### src/sle_pkg.sv
// ----------------------------------------------------------------------------
// sle_pkg
// shared types, character codes and helpers for the string literal unescape
// ----------------------------------------------------------------------------
package sle_pkg;

    typedef enum logic [2:0] {
        MODE_NORMAL = 3'd0,
        MODE_ESC    = 3'd1,
        MODE_ESC_CR = 3'd2,
        MODE_OCT1   = 3'd3,
        MODE_OCT2   = 3'd4,
        MODE_HEX0   = 3'd5,
        MODE_HEX1   = 3'd6
    } mode_t;

    typedef enum logic [2:0] {
        NOTE_NONE    = 3'd0,
        NOTE_OCT_BIG = 3'd1,
        NOTE_BAD_HEX = 3'd2,
        NOTE_UNKNOWN = 3'd3,
        NOTE_PERCENT = 3'd4,
        NOTE_NULL    = 3'd5,
        NOTE_UNTERM  = 3'd6
    } note_t;

    typedef struct packed {
        logic [7:0] ch;
        logic       valid;
        note_t      note;
        logic       done;
        logic       cons;
        logic       last;
    } res_t;

    localparam int unsigned ACC_W      = 9;
    localparam int unsigned OCT_MAX    = 255;
    localparam int unsigned OUTQ_AW    = 2;
    localparam int unsigned OUTQ_DEPTH = 1 << OUTQ_AW;

    localparam logic [7:0] CH_NUL     = 8'h00;
    localparam logic [7:0] CH_LF      = 8'h0A;
    localparam logic [7:0] CH_CR      = 8'h0D;
    localparam logic [7:0] CH_QUOTE   = 8'h22;
    localparam logic [7:0] CH_PERCENT = 8'h25;
    localparam logic [7:0] CH_0       = 8'h30;
    localparam logic [7:0] CH_7       = 8'h37;
    localparam logic [7:0] CH_BSLASH  = 8'h5C;
    localparam logic [7:0] CH_A       = 8'h61;
    localparam logic [7:0] CH_F       = 8'h66;
    localparam logic [7:0] CH_N       = 8'h6E;
    localparam logic [7:0] CH_T       = 8'h74;
    localparam logic [7:0] CH_V       = 8'h76;
    localparam logic [7:0] CH_X       = 8'h78;

    localparam logic [7:0] CODE_BEL = 8'd7;
    localparam logic [7:0] CODE_TAB = 8'd9;
    localparam logic [7:0] CODE_LF  = 8'd10;
    localparam logic [7:0] CODE_VT  = 8'd11;
    localparam logic [7:0] CODE_FF  = 8'd12;

    function automatic res_t make_res(input logic [7:0] ch, input logic valid,
                                      input note_t note, input logic done,
                                      input logic cons);
        res_t r;
        r.ch    = valid ? ch : 8'h00;
        r.valid = valid;
        r.note  = note;
        r.done  = done;
        r.cons  = cons;
        r.last  = 1'b0;
        return r;
    endfunction

    // {ok, value}
    function automatic logic [4:0] hex_digit(input logic [7:0] b);
        logic [4:0] r;
        r = 5'd0;
        if (b >= 8'h30 && b <= 8'h39) begin
            r = {1'b1, 4'(b - 8'h30)};
        end else if (b >= 8'h61 && b <= 8'h66) begin
            r = {1'b1, 4'(b - 8'h57)};
        end else if (b >= 8'h41 && b <= 8'h46) begin
            r = {1'b1, 4'(b - 8'h37)};
        end
        return r;
    endfunction

endpackage

### src/sle_decode.sv
// ----------------------------------------------------------------------------
// sle_decode
// escape state update and result generation for one registered source byte
// ----------------------------------------------------------------------------
module sle_decode (
    input  sle_pkg::mode_t              mode_i,
    input  logic [sle_pkg::ACC_W-1:0]   acc_i,
    input  logic [7:0]                  byte_i,
    input  logic                        end_i,
    output sle_pkg::mode_t              mode_o,
    output logic [sle_pkg::ACC_W-1:0]   acc_o,
    output logic [1:0]                  cnt_o,
    output sle_pkg::res_t               res0_o,
    output sle_pkg::res_t               res1_o
);

    logic                      is_end;
    logic                      is_oct;
    logic [4:0]                hex;
    logic [sle_pkg::ACC_W-1:0] oct_val;
    sle_pkg::mode_t            norm_mode;
    logic                      norm_emit;
    sle_pkg::res_t             norm_res;
    sle_pkg::res_t             flush_res;
    sle_pkg::res_t             r0;
    sle_pkg::res_t             r1;
    logic [1:0]                cnt;

    assign is_end  = end_i && (byte_i == sle_pkg::CH_NUL);
    assign is_oct  = (byte_i >= sle_pkg::CH_0) && (byte_i <= sle_pkg::CH_7);
    assign hex     = sle_pkg::hex_digit(byte_i);
    assign oct_val = {acc_i[sle_pkg::ACC_W-4:0], byte_i[2:0]};

    assign flush_res = sle_pkg::make_res(acc_i[7:0], 1'b1, sle_pkg::NOTE_NONE, 1'b0, 1'b0);

    // plain text byte
    always_comb begin
        norm_mode = sle_pkg::MODE_NORMAL;
        norm_emit = 1'b1;
        norm_res  = sle_pkg::make_res(byte_i, 1'b1, sle_pkg::NOTE_NONE, 1'b0, 1'b0);
        if (byte_i == sle_pkg::CH_BSLASH) begin
            norm_mode = sle_pkg::MODE_ESC;
            norm_emit = 1'b0;
        end else if (byte_i == sle_pkg::CH_QUOTE) begin
            norm_res = sle_pkg::make_res(8'h00, 1'b0, sle_pkg::NOTE_NONE, 1'b1, 1'b1);
        end else if (byte_i == sle_pkg::CH_LF || byte_i == sle_pkg::CH_CR) begin
            norm_res = sle_pkg::make_res(8'h00, 1'b0, sle_pkg::NOTE_UNTERM, 1'b1, 1'b0);
        end else if (byte_i == sle_pkg::CH_NUL) begin
            if (is_end) begin
                norm_res = sle_pkg::make_res(8'h00, 1'b0, sle_pkg::NOTE_UNTERM, 1'b1, 1'b0);
            end else begin
                norm_res = sle_pkg::make_res(8'h00, 1'b0, sle_pkg::NOTE_NULL, 1'b0, 1'b0);
            end
        end
    end

    always_comb begin
        mode_o = sle_pkg::MODE_NORMAL;
        acc_o  = '0;
        cnt    = 2'd0;
        r0     = norm_res;
        r1     = norm_res;
        unique case (mode_i)
            sle_pkg::MODE_ESC: begin
                cnt = 2'd1;
                if (is_end) begin
                    r0 = sle_pkg::make_res(8'h00, 1'b0, sle_pkg::NOTE_UNTERM, 1'b1, 1'b0);
                end else begin
                    unique case (byte_i) inside
                        sle_pkg::CH_N: r0 = sle_pkg::make_res(sle_pkg::CODE_LF, 1'b1,
                                                              sle_pkg::NOTE_NONE, 1'b0, 1'b0);
                        sle_pkg::CH_T: r0 = sle_pkg::make_res(sle_pkg::CODE_TAB, 1'b1,
                                                              sle_pkg::NOTE_NONE, 1'b0, 1'b0);
                        sle_pkg::CH_V: r0 = sle_pkg::make_res(sle_pkg::CODE_VT, 1'b1,
                                                              sle_pkg::NOTE_NONE, 1'b0, 1'b0);
                        sle_pkg::CH_F: r0 = sle_pkg::make_res(sle_pkg::CODE_FF, 1'b1,
                                                              sle_pkg::NOTE_NONE, 1'b0, 1'b0);
                        sle_pkg::CH_A: r0 = sle_pkg::make_res(sle_pkg::CODE_BEL, 1'b1,
                                                              sle_pkg::NOTE_NONE, 1'b0, 1'b0);
                        sle_pkg::CH_BSLASH, sle_pkg::CH_QUOTE: begin
                            r0 = sle_pkg::make_res(byte_i, 1'b1, sle_pkg::NOTE_NONE,
                                                   1'b0, 1'b0);
                        end
                        sle_pkg::CH_PERCENT: begin
                            r0 = sle_pkg::make_res(byte_i, 1'b1, sle_pkg::NOTE_PERCENT,
                                                   1'b0, 1'b0);
                        end
                        sle_pkg::CH_LF: cnt = 2'd0;
                        sle_pkg::CH_CR: begin
                            cnt    = 2'd0;
                            mode_o = sle_pkg::MODE_ESC_CR;
                        end
                        sle_pkg::CH_X: begin
                            cnt    = 2'd0;
                            mode_o = sle_pkg::MODE_HEX0;
                        end
                        [sle_pkg::CH_0:sle_pkg::CH_7]: begin
                            cnt    = 2'd0;
                            mode_o = sle_pkg::MODE_OCT1;
                            acc_o  = sle_pkg::ACC_W'(byte_i[2:0]);
                        end
                        default: begin
                            r0 = sle_pkg::make_res(byte_i, 1'b1, sle_pkg::NOTE_UNKNOWN,
                                                   1'b0, 1'b0);
                        end
                    endcase
                end
            end
            sle_pkg::MODE_ESC_CR: begin
                if (byte_i != sle_pkg::CH_LF) begin
                    mode_o = norm_mode;
                    cnt    = {1'b0, norm_emit};
                end
            end
            sle_pkg::MODE_OCT1: begin
                if (is_oct) begin
                    mode_o = sle_pkg::MODE_OCT2;
                    acc_o  = oct_val;
                end else begin
                    mode_o = norm_mode;
                    cnt    = 2'd1 + {1'b0, norm_emit};
                    r0     = flush_res;
                end
            end
            sle_pkg::MODE_OCT2: begin
                if (is_oct) begin
                    cnt = 2'd1;
                    if (oct_val > sle_pkg::ACC_W'(sle_pkg::OCT_MAX)) begin
                        r0 = sle_pkg::make_res(8'h00, 1'b0, sle_pkg::NOTE_OCT_BIG,
                                               1'b0, 1'b0);
                    end else begin
                        r0 = sle_pkg::make_res(oct_val[7:0], 1'b1, sle_pkg::NOTE_NONE,
                                               1'b0, 1'b0);
                    end
                end else begin
                    mode_o = norm_mode;
                    cnt    = 2'd1 + {1'b0, norm_emit};
                    r0     = flush_res;
                end
            end
            sle_pkg::MODE_HEX0: begin
                if (is_end) begin
                    cnt = 2'd1;
                    r0  = sle_pkg::make_res(8'h00, 1'b0, sle_pkg::NOTE_UNTERM, 1'b1, 1'b0);
                end else if (!hex[4]) begin
                    cnt = 2'd1;
                    r0  = sle_pkg::make_res(byte_i, 1'b1, sle_pkg::NOTE_BAD_HEX, 1'b0, 1'b0);
                end else begin
                    mode_o = sle_pkg::MODE_HEX1;
                    acc_o  = sle_pkg::ACC_W'(hex[3:0]);
                end
            end
            sle_pkg::MODE_HEX1: begin
                if (hex[4]) begin
                    cnt = 2'd1;
                    r0  = sle_pkg::make_res({acc_i[3:0], hex[3:0]}, 1'b1,
                                            sle_pkg::NOTE_NONE, 1'b0, 1'b0);
                end else begin
                    mode_o = norm_mode;
                    cnt    = 2'd1 + {1'b0, norm_emit};
                    r0     = flush_res;
                end
            end
            default: begin
                mode_o = norm_mode;
                cnt    = {1'b0, norm_emit};
            end
        endcase
        if (cnt == 2'd1) begin
            r0.last = 1'b1;
        end
        if (cnt == 2'd2) begin
            r1.last = 1'b1;
        end
    end

    assign cnt_o  = cnt;
    assign res0_o = r0;
    assign res1_o = r1;

endmodule

### src/sle_outq.sv
// ----------------------------------------------------------------------------
// sle_outq
// small result queue, takes up to two results a cycle and gives one
// ----------------------------------------------------------------------------
module sle_outq (
    input  logic          aclk,
    input  logic          aresetn,
    input  logic [1:0]    push_cnt,
    input  sle_pkg::res_t push0,
    input  sle_pkg::res_t push1,
    output logic          room,
    output logic          head_valid,
    output sle_pkg::res_t head,
    input  logic          head_ready
);

    sle_pkg::res_t                 entry_reg [sle_pkg::OUTQ_DEPTH];
    logic [sle_pkg::OUTQ_AW-1:0]   wr_ptr_reg;
    logic [sle_pkg::OUTQ_AW-1:0]   wr_ptr_next;
    logic [sle_pkg::OUTQ_AW-1:0]   rd_ptr_reg;
    logic [sle_pkg::OUTQ_AW-1:0]   rd_ptr_next;
    logic [sle_pkg::OUTQ_AW:0]     count_reg;
    logic [sle_pkg::OUTQ_AW:0]     count_next;
    logic [sle_pkg::OUTQ_AW-1:0]   wr_ptr_plus1;
    logic                          pop;

    assign head_valid   = (count_reg != '0);
    assign head         = entry_reg[rd_ptr_reg];
    assign pop          = head_valid && head_ready;
    assign room         = (count_reg <= (sle_pkg::OUTQ_AW + 1)'(sle_pkg::OUTQ_DEPTH - 2));
    assign wr_ptr_plus1 = wr_ptr_reg + 1'b1;

    always_comb begin
        wr_ptr_next = wr_ptr_reg + sle_pkg::OUTQ_AW'(push_cnt);
        rd_ptr_next = rd_ptr_reg + sle_pkg::OUTQ_AW'(pop);
        count_next  = count_reg + (sle_pkg::OUTQ_AW + 1)'(push_cnt)
                      - (sle_pkg::OUTQ_AW + 1)'(pop);
    end

    always_ff @(posedge aclk) begin
        if (!aresetn) begin
            wr_ptr_reg <= '0;
            rd_ptr_reg <= '0;
            count_reg  <= '0;
        end else begin
            wr_ptr_reg <= wr_ptr_next;
            rd_ptr_reg <= rd_ptr_next;
            count_reg  <= count_next;
        end
    end

    always_ff @(posedge aclk) begin
        if (push_cnt != 2'd0) begin
            entry_reg[wr_ptr_reg] <= push0;
        end
        if (push_cnt == 2'd2) begin
            entry_reg[wr_ptr_plus1] <= push1;
        end
    end

endmodule

### src/string_literal_unescape.sv
// ----------------------------------------------------------------------------
// string_literal_unescape
// decodes the bytes of a c style string literal into characters and notes
// ----------------------------------------------------------------------------
//  channel  direction  tdata                         tuser                   tlast
//  s_       in         [7:0] in_byte                 -                       at_buffer_end
//  m_       out        [7:0] out_char, [8] done,     [0] char_valid,         last_of_item
//                      [9] end_consumed              [3:1] note
//
//  one source byte per cycle while the queue has room: the byte is held in an input
//  register, decoded against the escape state and written to a four entry queue
//  a byte gives zero, one or two results; the second result leaves after the first
//  through the single output port of the queue
//  reset returns the escape state to plain text and empties the queue
//  input stalls only while the queue has fewer than two free entries
// ----------------------------------------------------------------------------
module string_literal_unescape (
    input  logic        aclk,
    input  logic        aresetn,
    input  logic        s_tvalid,
    output logic        s_tready,
    input  logic [7:0]  s_tdata,   // [7:0] in_byte
    input  logic        s_tlast,
    output logic        m_tvalid,
    input  logic        m_tready,
    output logic [15:0] m_tdata,   // [7:0] out_char, [8] literal_done, [9] end_consumed
    output logic [3:0]  m_tuser,   // [0] char_valid, [3:1] note
    output logic        m_tlast
);

    logic                          in_valid_reg;
    logic [7:0]                    in_byte_reg;
    logic                          in_end_reg;
    sle_pkg::mode_t                mode_reg;
    sle_pkg::mode_t                mode_next;
    logic [sle_pkg::ACC_W-1:0]     acc_reg;
    logic [sle_pkg::ACC_W-1:0]     acc_next;
    logic [1:0]                    dec_cnt;
    sle_pkg::res_t                 dec_res0;
    sle_pkg::res_t                 dec_res1;
    logic [1:0]                    push_cnt;
    logic                          room;
    logic                          advance;
    logic                          head_valid;
    sle_pkg::res_t                 head;

    assign advance  = in_valid_reg && room;
    assign s_tready = !in_valid_reg || advance;
    assign push_cnt = advance ? dec_cnt : 2'd0;

    always_ff @(posedge aclk) begin
        if (!aresetn) begin
            in_valid_reg <= 1'b0;
            mode_reg     <= sle_pkg::MODE_NORMAL;
            acc_reg      <= '0;
        end else begin
            if (s_tready) begin
                in_valid_reg <= s_tvalid;
            end
            if (advance) begin
                mode_reg <= mode_next;
                acc_reg  <= acc_next;
            end
        end
    end

    always_ff @(posedge aclk) begin
        if (s_tvalid && s_tready) begin
            in_byte_reg <= s_tdata;
            in_end_reg  <= s_tlast;
        end
    end

    sle_decode u_decode (
        .mode_i (mode_reg),
        .acc_i  (acc_reg),
        .byte_i (in_byte_reg),
        .end_i  (in_end_reg),
        .mode_o (mode_next),
        .acc_o  (acc_next),
        .cnt_o  (dec_cnt),
        .res0_o (dec_res0),
        .res1_o (dec_res1)
    );

    sle_outq u_outq (
        .aclk       (aclk),
        .aresetn    (aresetn),
        .push_cnt   (push_cnt),
        .push0      (dec_res0),
        .push1      (dec_res1),
        .room       (room),
        .head_valid (head_valid),
        .head       (head),
        .head_ready (m_tready)
    );

    assign m_tvalid = head_valid;
    assign m_tdata  = {6'd0, head.cons, head.done, head.ch};
    assign m_tuser  = {head.note, head.valid};
    assign m_tlast  = head.last;

`ifndef NO_ASSERTIONS
    // a flushed digit code always leads a two result transaction
    assert property (@(posedge aclk) disable iff (!aresetn)
        (push_cnt == 2'd2) |-> (dec_res0.valid && !dec_res0.done && !dec_res0.last
                                && dec_res1.last))
        else $error("two result push without leading flushed character");

    // a finished literal leaves the decoder in plain text mode
    assert property (@(posedge aclk) disable iff (!aresetn)
        (advance && dec_cnt != 2'd0 && (dec_res0.done || (dec_cnt == 2'd2 && dec_res1.done)))
        |=> (mode_reg == sle_pkg::MODE_NORMAL && acc_reg == '0))
        else $error("escape state kept after end of literal");

    // a held byte with no queue room keeps its state
    assert property (@(posedge aclk) disable iff (!aresetn)
        (in_valid_reg && !room) |=> ($stable(mode_reg) && $stable(acc_reg) && in_valid_reg))
        else $error("escape state moved while stalled");

    // a single result is always the last of its byte
    assert property (@(posedge aclk) disable iff (!aresetn)
        (push_cnt == 2'd1) |-> dec_res0.last)
        else $error("single result not marked last");
`endif

endmodule
### config.mk
export PLATFORM = sky130hd
export DESIGN_NAME = string_literal_unescape
export DESIGN_NICKNAME = d
export VERILOG_FILES = /design/src/sle_pkg.sv /design/src/sle_decode.sv /design/src/sle_outq.sv /design/src/string_literal_unescape.sv
export SDC_FILE = /design/constraint.sdc
export NUM_CORES = 1
export LEC_CHECK = 0
export BUFFER_PORTS_ARGS = -buffer_cell sky130_fd_sc_hd__buf_4
export CORE_MARGIN = 3
export CORE_UTILIZATION = 30
export DETAILED_ROUTE_END_ITERATION = 10
export PLACE_DENSITY = 0.55
export SLEW_MARGIN = 10
export SYNTH_ARGS = -nofsm -noshare
export SYNTH_HDL_FRONTEND = slang
export SYNTH_HIERARCHICAL = 1
export SYNTH_SLANG_ARGS = --single-unit
### constraint.sdc
create_clock -name aclk -period 11 [get_ports aclk]
set_input_delay 0.55 -clock aclk [delete_from_list [all_inputs] [get_ports aclk]]
set_output_delay 0.55 -clock aclk [all_outputs]
set_load 0.02 [all_outputs]
==> flow_metrics.env <==
export IMPL_hold_path_class="in -> reg"
export IMPL_hold_viol=0
export IMPL_critical_path_startpoint="in_byte_reg[0]"
export IMPL_final_min_clock_period_ps=4830
export IMPL_drt_iter0_markers=740
export IMPL_largest_reg_flops=60
export IMPL_grt_usage_pct=14.8
export IMPL_port_buffers=29
export IMPL_drc=0
export IMPL_grt_max_degree=33
export IMPL_pwr_share_clk_pct=33.3
export IMPL_r2r_start="in_byte_reg[0]"
export IMPL_sw_frac_of_total_pct=30.8
export IMPL_end_kind="flip-flop"
export IMPL_fmax_mhz=207
export IMPL_vias_per_cell=5.50
export IMPL_fin_util_pct=33.8
export IMPL_syn_area_per_cell_sq_um=11.2
export IMPL_start_util_pct=30.8
export IMPL_setup_viol=0
export IMPL_synth_warnings=6
export IMPL_syn_area_sq_um=6020
export IMPL_gp_congestion=0.911
export IMPL_clk_latency_ps=360
export IMPL_htreeDepth=3
export IMPL_slowest_delay_ps=1040
export IMPL_design_core_area_sq_um=19600
export IMPL_area_delta_synth_final_pct=9.80
export IMPL_cts_sinks=88
export IMPL_maxSlewHeadroom_pct=23.3
export IMPL_combPwrFrac_pct=24.5
export IMPL_dp_cells=793
export IMPL_final_nets=560
export IMPL_fin_cells=809
export IMPL_power_switching_mw=0.302
export IMPL_dp_hpwl_mm=11.2
export IMPL_ir_worst_vdd_v=0.0000667
export IMPL_final_antenna_net_count=0
export IMPL_pwr_share_seq_pct=42.3
export IMPL_drive_gt1_share_pct=28.9
export IMPL_reg2reg_to="u_outq/entry_reg[1][9]"
export IMPL_ctsResizeCount=0
export IMPL_row_count=51
export IMPL_overflow=0
export IMPL_dr_pass1_iters=5
export IMPL_diodes=0
export IMPL_p_int_mw=0.678
export IMPL_die_area_sq_um=21800
export IMPL_worstPathArrival_ps=4940
export IMPL_power_density_nw_per_um2=148
export IMPL_clock_path_buffers=2
export IMPL_slowest_stage="nor4b_4"
export IMPL_r2r_setup_slack_ps=6170
export IMPL_antenna_found_initial=0
export IMPL_crit_chain="inv_1 > ha_1 > or3b_1 > o21a_1 > a21oi_4 > a21oi_1 > a2111oi_2 > nor3_1 > and3_1 > nor4b_4 > mux2_2"
export IMPL_worstSetupPathType="reg -> reg"
export IMPL_rsz0062_at_grt="false"
export IMPL_die_y_um=148
export IMPL_min_from="s_tdata[0]"
export IMPL_cap_violations=0
export IMPL_cp_required_ps=11110
export IMPL_status="finished, final reports clean"
export IMPL_p_leak_nw=2.28
export IMPL_tightest_slew_ps=1150
export IMPL_cts_buffers=9
export IMPL_io_pins=36
export IMPL_fin_crit_sh_pct=43.9
export IMPL_drv_slew=0
export IMPL_cts_tree="yes"
export IMPL_wl_per_cell_um=19.7
export IMPL_setup_tns_ps=0
export IMPL_drt_total_wl_mm=16.0
export IMPL_num_vias=4447
export IMPL_cp_start_kind="flip-flop"
export IMPL_cts_setup_buffers=0
export IMPL_hold_buffers=0
export IMPL_clock_tree_root_cell="clkbuf_16"
export IMPL_reg2reg_depth=11
export IMPL_dieWidth_um=148
export IMPL_grt_pass1_vias=4379
export IMPL_crit_end="u_outq/entry_reg[1][9]"
export IMPL_cp_max_fo=15
export IMPL_worst_clock_skew_ps=9.57
export IMPL_grt_pass1_wl_mm=25.3
export IMPL_p_total_mw=0.980
export IMPL_path_clk_slew_ps=70
export IMPL_netlist_instances=537
per-layer routing:
metal  vias up  global-route usage [%]  share of wire [%]
met5         -                       0                  0
met4         0                    4.29                1.8
met3        27                    3.68                6.9
met2       183                    24.1                 47
met1      2185                    19.7                 44
li1       2052                       -                  -
power by group through the flow:
stage          combinational [mW]  sequential (mW)  clock [mW]
6_report                    0.240            0.414       0.326
3_3_place_gp                0.241            0.420           0
3_5_place_dp                0.244            0.422           0
4_1_cts                     0.245            0.414       0.334
5_1_grt                     0.262            0.418       0.347
2_1_floorplan               0.195            0.400           0
cell usage in the layout, fill, tap and decap left out, drive strengths merged, types with 8 or more instances in the layout:
cell type,instances
a21oi,22
and2,16
buf,34
clkbuf,9
dfxtp,19
edfxtp,69
inv,19
mux2,63
mux2i,8
mux4,15
nand2,37
nand2b,8
nand3,10
nand4,13
nor2,28
nor2b,12
nor3,14
o21ai,36
area by class of cell:
cell class / count / area [sq um]
clock buffers: 9 / 225
clock inverters: 7 / 87.6
fillers: 1959 / 13000
inverters: 16 / 60.1
multi-input cells: 390 / 3200
flip-flops and latches: 88 / 2450
well taps: 265 / 332
repair buffers: 34 / 255
through the flow:
step	area (sq um)	setup WS [ps]	hold WS (ps)
2_1_floorplan	6040	6870	425
4_1_cts	6620	6290	351
5_1_grt	6620	5910	349
6_report	6620	6170	366
3_3_place_gp	6300	6460	475
3_5_place_dp	6300	6330	491
critical path, delay by kind of cell, from the launching register on:
kind / cells / cell delay (ps)
buf+inv: 1 / 170
fa+ha+maj: 1 / 330
simple gates: 4 / 1860
compound gates: 4 / 1240
flops: 1 / 540
mux: 1 / 420
worst min path at each step:
stage	to	slack [ps]	cells past startpoint
2_1_floorplan	mode_reg[2]	430	2
3_3_place_gp	acc_reg[7]	470	2
3_5_place_dp	acc_reg[7]	490	2
4_1_cts	in_byte_reg[5]	350	1
5_1_grt	in_byte_reg[6]	350	1
6_report	in_byte_reg[0]	370	1
No activity file was read; power rests on OpenSTA's default activity.
